<file path="src/hdl/jebr_pkg.sv">
// Shared types and constants of the JPEG entropy bit reader.
package jebr_pkg;

    typedef enum logic [2:0] {
        KIND_DATA    = 3'd0,
        KIND_END     = 3'd1,
        KIND_READ    = 3'd2,
        KIND_PEEK    = 3'd3,
        KIND_CONSUME = 3'd4,
        KIND_ALIGN   = 3'd5
    } t_kind;

    typedef enum logic [1:0] {
        ST_IDLE,
        ST_FETCH,
        ST_MERGE,
        ST_FINISH
    } t_state;

    localparam logic [1:0] FAULT_NONE     = 2'd0;
    localparam logic [1:0] FAULT_INVALID  = 2'd1;
    localparam logic [1:0] FAULT_OVERFLOW = 2'd2;

    localparam logic [7:0] BYTE_ESCAPE = 8'hFF;
    localparam logic [7:0] BYTE_STUFF  = 8'h00;
    localparam logic [7:0] MARK_NONE   = 8'h00;
    localparam logic [7:0] MARK_EOI    = 8'hD9;

    localparam int IN_DATA_W  = 16;
    localparam int IN_USER_W  = 3;
    localparam int OUT_DATA_W = 48;

endpackage

</file>
<file path="src/hdl/jebr_ram.sv">
// Generic single-write, single-read RAM with a registered read port.
module jebr_ram #(
    parameter int WIDTH = 8,
    parameter int DEPTH = 16
) (
    input  logic                     i_clk,
    input  logic                     i_we,
    input  logic [$clog2(DEPTH)-1:0] i_waddr,
    input  logic [WIDTH-1:0]         i_wdata,
    input  logic                     i_re,
    input  logic [$clog2(DEPTH)-1:0] i_raddr,
    output logic [WIDTH-1:0]         o_rdata
);

    logic [WIDTH-1:0] r_mem [DEPTH];
    logic [WIDTH-1:0] r_rdata;

    always_ff @(posedge i_clk) begin
        if (i_we) begin
            r_mem[i_waddr] <= i_wdata;
        end
        if (i_re) begin
            r_rdata <= r_mem[i_raddr];
        end
    end

    assign o_rdata = r_rdata;

endmodule

</file>
<file path="src/hdl/jpeg_entropy_bit_reader_unit.sv">
// JPEG entropy-coded segment bit reader: destuffing, byte FIFO and bit buffer.
//
// Input channel (s_axis): tuser carries the item kind, tdata the raw byte and
// the bit count. Data bytes are destuffed on acceptance and written into a
// byte FIFO RAM; an end item latches the EOI marker. Neither produces a
// result. Read, peek, consume and align produce one result on the
// m_axis channel: bits, starved flag, sticky fault code and latched marker.
//
// A request without refill goes from idle straight to the finish state. A read
// or peek that refills the bit buffer pops bytes from the FIFO RAM one at a
// time, each through a fetch state (read issue) and a merge state (merge of
// the registered read data), up to 3 bytes popped or padded per request.
// The result register then presents the item on m_axis.
//
// Only one item is in work at a time. If the result register still holds an
// untaken result, a finished request waits in place until m_axis_tready; data
// and end items can still be accepted as long as no request is in work.
// Reset (synchronous, active low) empties the FIFO, the bit buffer, the
// marker and the fault; FIFO contents need no clearing.
module jpeg_entropy_bit_reader_unit #(
    parameter int QUEUE_DEPTH = 16,
    parameter int FILL_CAP    = 24
) (
    input  logic                              i_clk,
    input  logic                              i_rst_n,
    input  logic                              s_axis_tvalid,
    output logic                              s_axis_tready,
    // [7:0] data_byte, [12:8] bit_request, [15:13] zero
    input  logic [jebr_pkg::IN_DATA_W-1:0]    s_axis_tdata,
    // [2:0] kind
    input  logic [jebr_pkg::IN_USER_W-1:0]    s_axis_tuser,
    output logic                              m_axis_tvalid,
    input  logic                              m_axis_tready,
    // [30:0] bits_value, [31] starved, [33:32] fault_code, [41:34] marker_seen,
    // [47:42] zero
    output logic [jebr_pkg::OUT_DATA_W-1:0]   m_axis_tdata
);
    import jebr_pkg::*;

    localparam int PW = (QUEUE_DEPTH > 1) ? $clog2(QUEUE_DEPTH) : 1;
    localparam int LW = $clog2(QUEUE_DEPTH + 1);
    localparam logic [PW-1:0] PTR_LAST   = PW'(QUEUE_DEPTH - 1);
    localparam logic [LW-1:0] LEVEL_FULL = LW'(QUEUE_DEPTH);
    localparam logic [4:0]    CAP        = 5'(FILL_CAP);

    t_state          r_state, n_state;
    logic [31:0]     r_buf, n_buf;
    logic [4:0]      r_held, n_held;
    logic            r_pending, n_pending;
    logic [7:0]      r_marker, n_marker;
    logic [PW-1:0]   r_rd_ptr, n_rd_ptr;
    logic [PW-1:0]   r_wr_ptr, n_wr_ptr;
    logic [LW-1:0]   r_level, n_level;
    logic [1:0]      r_fault, n_fault;
    logic            r_out_valid, n_out_valid;
    logic [OUT_DATA_W-1:0] r_out_data, n_out_data;
    logic [2:0]      r_kind, n_kind;
    logic [4:0]      r_req, n_req;
    logic [4:0]      r_target, n_target;
    logic            r_starve, n_starve;
    logic            r_from_ram, n_from_ram;

    logic            ram_we, ram_re;
    logic [7:0]      ram_wdata, ram_rdata;

    logic [7:0]      in_byte;
    logic [4:0]      in_req;
    logic [2:0]      in_kind;
    logic            in_accept;
    logic [4:0]      w_target;
    logic [2:0]      w_need;
    logic            w_starve;
    logic            w_out_free;
    logic [4:0]      w_held_add;
    logic [31:0]     w_value;
    logic [4:0]      w_new_held;

    assign in_byte    = s_axis_tdata[7:0];
    assign in_req     = s_axis_tdata[12:8];
    assign in_kind    = s_axis_tuser[2:0];
    assign s_axis_tready = (r_state == ST_IDLE);
    assign in_accept  = s_axis_tvalid && s_axis_tready;
    assign w_out_free = !r_out_valid || m_axis_tready;
    assign w_held_add = r_held + 5'd8;

    // Fill target and the number of FIFO bytes the fill would need.
    always_comb begin
        w_target = (in_req > CAP) ? CAP : in_req;
        w_need   = 3'((6'(w_target) - 6'(r_held) + 6'd7) >> 3);
        w_starve = (r_held < w_target) && (r_marker == MARK_NONE)
                   && (32'(r_level) < 32'(w_need));
    end

    // Next state.
    always_comb begin
        n_state = r_state;
        unique case (r_state)
            ST_IDLE: begin
                if (in_accept) begin
                    case (in_kind)
                        KIND_READ, KIND_PEEK: begin
                            if (w_starve || (r_held >= w_target)) begin
                                n_state = ST_FINISH;
                            end else begin
                                n_state = ST_FETCH;
                            end
                        end
                        KIND_CONSUME, KIND_ALIGN: n_state = ST_FINISH;
                        default: n_state = ST_IDLE;
                    endcase
                end
            end
            ST_FETCH: n_state = ST_MERGE;
            ST_MERGE: begin
                n_state = (w_held_add >= r_target) ? ST_FINISH : ST_FETCH;
            end
            ST_FINISH: begin
                if (w_out_free) begin
                    n_state = ST_IDLE;
                end
            end
            default: n_state = ST_IDLE;
        endcase
    end

    // Datapath and memory control.
    always_comb begin
        n_buf       = r_buf;
        n_held      = r_held;
        n_pending   = r_pending;
        n_marker    = r_marker;
        n_rd_ptr    = r_rd_ptr;
        n_wr_ptr    = r_wr_ptr;
        n_level     = r_level;
        n_fault     = r_fault;
        n_kind      = r_kind;
        n_req       = r_req;
        n_target    = r_target;
        n_starve    = r_starve;
        n_from_ram  = r_from_ram;
        n_out_valid = r_out_valid && !m_axis_tready;
        n_out_data  = r_out_data;
        ram_we      = 1'b0;
        ram_re      = 1'b0;
        ram_wdata   = in_byte;
        w_value     = '0;
        w_new_held  = r_held;

        unique case (r_state)
            ST_IDLE: begin
                if (in_accept) begin
                    n_kind   = in_kind;
                    n_req    = in_req;
                    n_target = w_target;
                    n_starve = 1'b0;
                    case (in_kind)
                        KIND_DATA: begin
                            if (r_marker == MARK_NONE) begin
                                if (r_pending) begin
                                    if (in_byte != BYTE_ESCAPE) begin
                                        n_pending = 1'b0;
                                        if (in_byte == BYTE_STUFF) begin
                                            ram_we    = 1'b1;
                                            ram_wdata = BYTE_ESCAPE;
                                        end else begin
                                            n_marker = in_byte;
                                        end
                                    end
                                end else if (in_byte == BYTE_ESCAPE) begin
                                    n_pending = 1'b1;
                                end else begin
                                    ram_we = 1'b1;
                                end
                            end
                            // A push into a full FIFO drops the byte.
                            if (ram_we && (r_level == LEVEL_FULL)) begin
                                ram_we = 1'b0;
                                if (r_fault == FAULT_NONE) begin
                                    n_fault = FAULT_OVERFLOW;
                                end
                            end
                            if (ram_we) begin
                                n_wr_ptr = (r_wr_ptr == PTR_LAST) ? '0 : r_wr_ptr + 1'b1;
                                n_level  = r_level + 1'b1;
                            end
                        end
                        KIND_END: begin
                            if (r_marker == MARK_NONE) begin
                                n_marker  = MARK_EOI;
                                n_pending = 1'b0;
                            end
                        end
                        KIND_READ, KIND_PEEK: n_starve = w_starve;
                        default: ;
                    endcase
                end
            end
            ST_FETCH: begin
                // Writes only happen in idle, so a read never meets a write in flight.
                if (r_level != '0) begin
                    ram_re     = 1'b1;
                    n_rd_ptr   = (r_rd_ptr == PTR_LAST) ? '0 : r_rd_ptr + 1'b1;
                    n_level    = r_level - 1'b1;
                    n_from_ram = 1'b1;
                end else begin
                    n_from_ram = 1'b0;
                end
            end
            ST_MERGE: begin
                n_buf  = {r_buf[23:0], (r_from_ram ? ram_rdata : BYTE_ESCAPE)};
                n_held = w_held_add;
            end
            ST_FINISH: begin
                if (w_out_free) begin
                    case (r_kind)
                        KIND_READ, KIND_PEEK: begin
                            if (!r_starve) begin
                                if (r_held < r_req) begin
                                    if ((r_kind == KIND_READ) && (r_fault == FAULT_NONE)) begin
                                        n_fault = FAULT_INVALID;
                                    end
                                end else begin
                                    w_value = (r_buf >> (r_held - r_req))
                                              & ((32'd1 << r_req) - 32'd1);
                                    if (r_kind == KIND_READ) begin
                                        w_new_held = r_held - r_req;
                                    end
                                end
                            end
                        end
                        KIND_CONSUME: begin
                            w_new_held = (r_req >= r_held) ? 5'd0 : r_held - r_req;
                        end
                        KIND_ALIGN: w_new_held = {r_held[4:3], 3'b000};
                        default: ;
                    endcase
                    n_held      = w_new_held;
                    n_buf       = r_buf & ((32'd1 << w_new_held) - 32'd1);
                    n_out_valid = 1'b1;
                    n_out_data  = {6'b0, r_marker, n_fault, r_starve, w_value[30:0]};
                end
            end
            default: ;
        endcase
    end

    always_ff @(posedge i_clk) begin
        if (!i_rst_n) begin
            r_state     <= ST_IDLE;
            r_buf       <= '0;
            r_held      <= '0;
            r_pending   <= 1'b0;
            r_marker    <= MARK_NONE;
            r_rd_ptr    <= '0;
            r_wr_ptr    <= '0;
            r_level     <= '0;
            r_fault     <= FAULT_NONE;
            r_out_valid <= 1'b0;
        end else begin
            r_state     <= n_state;
            r_buf       <= n_buf;
            r_held      <= n_held;
            r_pending   <= n_pending;
            r_marker    <= n_marker;
            r_rd_ptr    <= n_rd_ptr;
            r_wr_ptr    <= n_wr_ptr;
            r_level     <= n_level;
            r_fault     <= n_fault;
            r_out_valid <= n_out_valid;
        end
    end

    always_ff @(posedge i_clk) begin
        r_kind     <= n_kind;
        r_req      <= n_req;
        r_target   <= n_target;
        r_starve   <= n_starve;
        r_from_ram <= n_from_ram;
        r_out_data <= n_out_data;
    end

    jebr_ram #(
        .WIDTH (8),
        .DEPTH (QUEUE_DEPTH)
    ) u_queue (
        .i_clk   (i_clk),
        .i_we    (ram_we),
        .i_waddr (r_wr_ptr),
        .i_wdata (ram_wdata),
        .i_re    (ram_re),
        .i_raddr (r_rd_ptr),
        .o_rdata (ram_rdata)
    );

    assign m_axis_tvalid = r_out_valid;
    assign m_axis_tdata  = r_out_data;

endmodule

</file>
<file path="config.mk">
export PLATFORM = sky130hd
export DESIGN_NAME = jpeg_entropy_bit_reader_unit
export DESIGN_NICKNAME = d
export VERILOG_FILES = /design/src/hdl/jebr_pkg.sv /design/src/hdl/jebr_ram.sv /design/src/hdl/jpeg_entropy_bit_reader_unit.sv
export SDC_FILE = /design/constraint.sdc
export NUM_CORES = 1
export LEC_CHECK = 0
export BUFFER_PORTS_ARGS = -buffer_cell sky130_fd_sc_hd__buf_2
export CORE_MARGIN = 1.5
export CORE_UTILIZATION = 56
export CTS_CLUSTER_DIAMETER = 200
export DETAILED_ROUTE_END_ITERATION = 10
export PLACE_DENSITY_LB_ADDON = 0.05
export SETUP_SLACK_MARGIN = 0.02
export SYNTH_ARGS = -nofsm -noshare
export SYNTH_HDL_FRONTEND = slang
export SYNTH_SLANG_ARGS = --single-unit
</file>
<file path="constraint.sdc">
create_clock -name i_clk -period 3.89 [get_ports i_clk]
set_clock_uncertainty 0.2 [all_clocks]
set_input_delay 0.778 -clock i_clk [delete_from_list [all_inputs] [get_ports i_clk]]
set_output_delay 0.778 -clock i_clk [all_outputs]
set_load 0.005 [all_outputs]
</file>
Word level (Yosys, flattened, before mapping) --
Memory sizes are Yosys's and may differ from the RTL's. A register that Yosys moved wholly into a read port is not among the register bits. Index checks and enable logic that the tools add are counted.
Storage, ports and cells: register bits after elaboration 121, bits in writable memories 128, input port bits 23, output and inout bits 50, logic and storage cells 180, memories 1
Cells by class: $add $sub $neg 10, order comparisons 7, eq/ne operators 29, shift-type cells 3, multiplexer cells 76, bitwise logic cells 3, reductions and logical operators 34
Memory list:
- u_queue.r_mem | words 16, width 8, rd ports 1, clocked after memory_dff 1, wr ports 1, RTL line jebr_ram.sv:15 | logic [WIDTH-1:0] r_mem [DEPTH];
Operators with widths (number):
- 8-bit 2-to-1 mux | 13
- 32-bit case mux with 2 select lines | 1
- 5-bit 2-to-1 mux | 12
- 32-bit AND | 1
- 32-bit 2-to-1 mux | 1
- 1-bit by 5-bit << shifter with 32-bit output (first input constant) | 1
- 32-bit by 5-bit >> shifter with 31-bit output | 1
- 32-bit by 1-bit subtractor with 32-bit output (second input constant) | 1
- 31-bit AND | 1
- 1-bit by 5-bit << shifter with 31-bit output (first input constant) | 1
- 31-bit by 1-bit subtractor with 31-bit output (second input constant) | 1
- 1-bit 2-to-1 mux | 26
- 2-bit 2-to-1 mux | 13
- 5-bit case mux with 2 select lines | 2
- 8-bit logical NOT | 2
- 8-bit case mux with 2 select lines | 1
- 5-bit >= comparator | 3
- 5-bit case mux with 3 select lines | 1
- 2-bit != test (second input constant) | 7
- 3-bit by 2-bit equality test with 1-bit output (second input constant) | 4
- 3-bit equality test (second input constant) | 4
- 5-bit less-than comparator | 2
- 2-bit by 1-bit != test with 1-bit output (second input constant) | 5
- 2-bit AND reduction | 5
- other kinds (34) | 53

Longest topological paths before layout --
word-level depth 18, gate-level depth with buffers 18

Modules after synthesis --
A second synthesis with hierarchy kept.
Unflattened totals: cells, all modules 1225, area, all modules 13472.9 sq um
By module, submodules not included:
- jpeg_entropy_bit_reader_unit | times used 1, cells an instance 996, area each 8245.4 sq um, seq. area each 2992.9 sq um
- jebr_ram | times used 1, cells an instance 229, area each 5227.5 sq um, seq. area each 4083.9 sq um

Worst setup path after synthesis --
Ideal clock, no wire load.
kind register to register, start register r_req[3], end register r_buf[10], library setup time 0.059 ns, data arrival time 3.960 ns, data required time 3.631 ns, setup slack -0.329 ns, cell stages (with the launch flop) 18, buffers on the path 4, period minus slack after synthesis 4.219 ns, cells stage by stage edfxtp_1 clkbuf_1 inv_1 ha_1 nand2_1 o21ai_0 a221oi_4 a221oi_2 buf_2 nand2_1 or3_1 ha_1 clkbuf_1 clkbuf_1 nor4_1 a21oi_1 o21ai_0 a22o_1
On the way: cells in the longest elaborated chain, start to end 12, elaborated cells on any way between the ends 15
Ends and longest elaborated chain:
- start: declaration | RTL line jpeg_entropy_bit_reader_unit.sv:58 | logic [4:0] r_req, n_req;
- start signal: assignment | RTL line jpeg_entropy_bit_reader_unit.sv:275 | r_req <= n_req;
- 5-bit subtractor | RTL line jpeg_entropy_bit_reader_unit.sv:226, jpeg_entropy_bit_reader_unit.sv:232
- 5-bit 2-to-1 mux | RTL line jpeg_entropy_bit_reader_unit.sv:225 | if (r_kind == KIND_READ) begin
- 5-bit 2-to-1 mux | RTL line jpeg_entropy_bit_reader_unit.sv:218 | if (r_held < r_req) begin
- 5-bit 2-to-1 mux | RTL line jpeg_entropy_bit_reader_unit.sv:217 | if (!r_starve) begin
- 5-bit case mux with 3 select lines (*) | RTL line jpeg_entropy_bit_reader_unit.sv:215 | case (r_kind)
- 5-bit 2-to-1 mux (*) | RTL line jpeg_entropy_bit_reader_unit.sv:214 | if (w_out_free) begin
- 5-bit 2-to-1 mux (*) | RTL line jpeg_entropy_bit_reader_unit.sv:149 | unique case (r_state)
- 1-bit by 5-bit << shifter with 32-bit output (*) | RTL line jpeg_entropy_bit_reader_unit.sv:238 | n_buf = r_buf & ((32'd1 << w_new_held) - 32'd1);
- 32-bit by 1-bit subtractor with 32-bit output (*) | RTL line jpeg_entropy_bit_reader_unit.sv:238
- 32-bit AND (*) | RTL line jpeg_entropy_bit_reader_unit.sv:238
- 32-bit 2-to-1 mux (*) | RTL line jpeg_entropy_bit_reader_unit.sv:214
- 32-bit case mux with 2 select lines (*) | RTL line jpeg_entropy_bit_reader_unit.sv:149
- end signal: assignment | RTL line jpeg_entropy_bit_reader_unit.sv:261 | r_buf <= n_buf;
- end: declaration | RTL line jpeg_entropy_bit_reader_unit.sv:47 | logic [31:0] r_buf, n_buf;
Mark *: on every way between the ends. The rest lies on a longest branch, timed or not. The select of a mux whose other input is x is not followed. A chain may end at the register's enable or synchronous reset.

Worst setup path in the final report --
start register r_held[0], end register r_buf[28]
On the way: cells in the longest elaborated chain, start to end 12, elaborated cells on any way between the ends 15
Ends and longest elaborated chain:
- start: declaration | RTL line jpeg_entropy_bit_reader_unit.sv:48 | logic [4:0] r_held, n_held;
- start signal: assignment | RTL line jpeg_entropy_bit_reader_unit.sv:262 | r_held <= n_held;
- 5-bit subtractor | RTL line jpeg_entropy_bit_reader_unit.sv:226, jpeg_entropy_bit_reader_unit.sv:232
- 5-bit 2-to-1 mux | RTL line jpeg_entropy_bit_reader_unit.sv:225
- 5-bit 2-to-1 mux | RTL line jpeg_entropy_bit_reader_unit.sv:218
- 5-bit 2-to-1 mux | RTL line jpeg_entropy_bit_reader_unit.sv:217
- 5-bit case mux with 3 select lines (*) | RTL line jpeg_entropy_bit_reader_unit.sv:215
- 5-bit 2-to-1 mux (*) | RTL line jpeg_entropy_bit_reader_unit.sv:214
- 5-bit 2-to-1 mux (*) | RTL line jpeg_entropy_bit_reader_unit.sv:149
- 1-bit by 5-bit << shifter with 32-bit output (*) | RTL line jpeg_entropy_bit_reader_unit.sv:238
- 32-bit by 1-bit subtractor with 32-bit output (*) | RTL line jpeg_entropy_bit_reader_unit.sv:238
- 32-bit AND (*) | RTL line jpeg_entropy_bit_reader_unit.sv:238
- 32-bit 2-to-1 mux (*) | RTL line jpeg_entropy_bit_reader_unit.sv:214
- 32-bit case mux with 2 select lines (*) | RTL line jpeg_entropy_bit_reader_unit.sv:149
Marks and branches as above.

==> results_dict.tcl <==
set metrics [dict create \
    grtUsageTotal_pct 27.6 \
    avgSynthCellArea_um2 11.0 \
    relSlewSlack_pct 46.6 \
    rsz0062_at_grt "yes" \
    cp_cell_sequence "inv_1, ha_2, inv_1, fa_1, a21o_1, a21oi_4, xnor2_2, a22oi_2, nand2_1, or3_4, ha_4, or3_1, o32a_1, o221ai_1, and3_1" \
    vias_per_cell 6.10 \
    cap_violations 0 \
    dr.pass1.iters 5 \
    routedWlPerCell_um 20.2 \
    seqPwrFrac_pct 45.2 \
    crit_arrival_ns 4.00 \
    gp_congestion 0.932 \
    timing.hold.ws_ns 0.209 \
    p_leak_uw 0.00576 \
    clkSinkCount 257 \
    p_comb_share_pct 17.9 \
    crit_top_cell "inv_1" \
    port_buffers 63 \
    dp_cells 1613 \
    hold_viol_final 0 \
    slowest_stage "or3_4" \
    startpoint_type "register" \
    p_int_uw 4870 \
    wl_mm 33.6 \
    clockBufferDepth 3 \
    ys.warnings.count 0 \
    drive_above_1_share_pct 21.8 \
    fin_ws_ns 0.199 \
    core_mm2 0.0235 \
    cp.buffers_inverters 2 \
    die_h_um 158 \
    dp_hpwl_mm 23.6 \
    pwr-share-clk_pct 37.0 \
    finalNonFillerCells 1664 \
    max_stage_delay_ns 0.41 \
    cp.required_ns 4.19 \
    final_core_util_pct 66.0 \
    grt_start_max_net_pins 55 \
    min_period_ns 3.69 \
    fin_nets 1387 \
    switching_share_pct 28.0 \
    hp-class "input port to register" \
    cts_buffers 27 \
    drv_slew 0 \
    critical_path_class "register to register" \
    final_antenna_net_count 0 \
    synth_seq_cells 257 \
    die_x_um 158 \
    grt_pass1_wl_mm 53.2 \
    antenna_found_initial 0 \
    h-tree-depth 1 \
    cts-root-buf "clkbuf_16" \
    dieArea_mm2 0.0250 \
    ys_seq_area_share_pct 52.5 \
    clk_pin_slew_ns 0.07 \
    critical-path-top-delay-family "simple AND/OR/NAND/NOR gates" \
    synth_cells 1225 \
    cts_tree "done" \
    syn_to_final_growth_pct 15.4 \
    drtIter0Drc 787 \
    tightest_slew_ns 0.797 \
    end_kind "register" \
    power.density_mw_per_mm2 435 \
    start_util_pct 57.2 \
    outcome "complete, no violations" \
    clk_latency_ns 0.56 \
    ioPinCount 73 \
    diodes 0 \
    critical_path.max_fanout 8 \
    finalSetupViolations 0 \
    via_count 10100 \
    vdd_drop_max_uv 431 \
    p_switching_uw 1890 \
    fin_crit_sh_pct 94.9 \
    syn_area_mm2 0.0135 \
    synthFlopType "edfxtp_1" \
    drcViolationCount 0 \
    grt_pass1_vias 9813 \
    clock.fmax_ghz 0.271 \
    ys_types 73 \
    row_count 56 \
    overflow 0 \
    synth-edff-count 193 \
    place_ws_ns -0.270 \
    async_reset_ff_share_pct 0 \
]
==> cells in the final DEF, fill, tap and decap left out, types with 9 or more instances in the layout <==
cell type | netlist | layout
a31oi_1 | 13 | 12
buf_4 | 6 | 88
or2_2 | 13 | 13
mux4_2 | 45 | 45
nor3_1 | 39 | 38
nand2_1 | 139 | 138
edfxtp_1 | 193 | 193
a21o_1 | 9 | 9
clkbuf_16 | 0 | 27
nand4_1 | 12 | 12
a21oi_1 | 87 | 86
nor2b_1 | 10 | 10
nand2b_1 | 9 | 9
dfxtp_1 | 64 | 62
nand3_1 | 18 | 18
o21ai_0 | 73 | 72
ha_1 | 38 | 35
inv_1 | 44 | 43
a22o_1 | 9 | 9
o211ai_1 | 12 | 12
nor2_1 | 103 | 101
buf_2 | 9 | 63
a211oi_1 | 23 | 22
xor2_1 | 11 | 11
mux2i_1 | 39 | 39
and3_1 | 12 | 12
==> Yosys cell counts (12+ instances only) <==
cell | n | area (um^2)
a211oi_1 | 23 | 173
a21oi_1 | 87 | 435
a31oi_1 | 13 | 81.3
and3_1 | 12 | 75.1
clkbuf_1 | 67 | 251
dfxtp_1 | 64 | 1280
edfxtp_1 | 193 | 5800
ha_1 | 38 | 475
inv_1 | 44 | 165
mux2i_1 | 39 | 390
mux4_2 | 45 | 1010
nand2_1 | 139 | 522
nand3_1 | 18 | 90.1
nand4_1 | 12 | 75.1
nor2_1 | 103 | 387
nor3_1 | 39 | 195
o211ai_1 | 12 | 90.1
o21ai_0 | 73 | 365
or2_2 | 13 | 81.3
==> through the flow <==
step                instance area (um^2)  total power, uW  setup TNS (ns)
global placement                   14600             4270          -0.191
CTS                                15500             6770               0
detailed placement                 14600             4290          -0.301
finish                             15500             6770               0
floorplan                          13600             3920               0
global route                       15500             7020               0
==> cell families (layout without fill, tap and decap cells) <==
family	after synthesis	after routing	share of synthesized area, %
buffers and inverters	133	248	3.96
other	1	6	0.0278
AOI/OAI and AO/OA	294	294	14.1
DFF	257	257	52.5
muxes	89	89	10.8
and+or+nand+nor	394	394	13.6
xor gates and xnor gates	17	17	1.11
adders and majority gates	40	40	3.83
==> per-layer routing <==
metal  wire length [um]  vias to the layer above  share of wire [%]  track usage, %
met5                  0                        -                  0               0
met4               1420                        0                4.2            11.5
met2              17200                      367                 51            49.1
met3               1720                       97                5.1            3.50
li1                   -                     4792                  -               -
met1              13200                     4888                 39            33.9
==> what timing repair did <==
item	4_1_cts	5_1_grt
hold buffers	0	0
endpoints found under the setup margin	1	14
pin swaps	0	7
gates resized for setup	1	13
setup buffers	0	1
==> layout make-up <==
cell class / count / area (um^2)
multi-input combinational: 840 / 6040
tap: 319 / 399
fill: 1905 / 8000
clock inverter: 20 / 174
clock buffer: 30 / 687
sequential: 257 / 7080
timing repair buffer: 152 / 996
inverter: 46 / 173
==> state kept, by name (all words and copies together), names as in the netlist <==
register / flops
m_axis_tdata: 42
r_held: 5
r_from_ram: 1
r_wr_ptr: 4
r_kind: 3
r_rd_ptr: 4
r_marker: 8
r_state: 2
r_buf: 32
r_target: 5
r_starve: 1
m_axis_tvalid: 1
r_req: 5
r_pending: 1
u_queue.r_mem: 128
r_level: 5
r_fault: 2
u_queue.o_rdata: 8
==> worst paths after layout <==
path                            startpoint  slack (ns)  depth (start not counted)                    endpoint
hold / removal            s_axis_tdata[10]        0.21                          1          r_req[2]$_DFFE_PP_
setup / recovery    r_held[0]$_SDFFE_PN0P_        0.20                         15      r_buf[28]$_SDFFE_PN0P_
hold reg to reg   r_marker[7]$_SDFFE_PN0P_        0.26                          0  m_axis_tdata[41]$_DFFE_PP_
setup reg to reg    r_held[0]$_SDFFE_PN0P_        0.20                         15      r_buf[28]$_SDFFE_PN0P_
==> worst register-to-register path, delay by kind of cell, from the launching register on <==
family                   cells  cell delay, ns
buffers and inverters        2            0.14
AND/OR/NAND/NOR              4            1.09
flip-flops                   1            0.33
adder cells (fa/ha/maj)      3            0.76
AO/OA/AOI/OAI                5            1.00
XOR/XNOR                     1            0.11
==> power groups by stage <==
stage / Sequential (uW) / Combinational (uW) / Clock, uW
floorplan: 3090 / 828 / 0
global placement: 3110 / 1160 / 0
detailed placement: 3110 / 1170 / 0
CTS: 3050 / 1180 / 2530
global route: 3060 / 1320 / 2640
finish: 3060 / 1210 / 2500
Power figures use the tool's default switching activity.
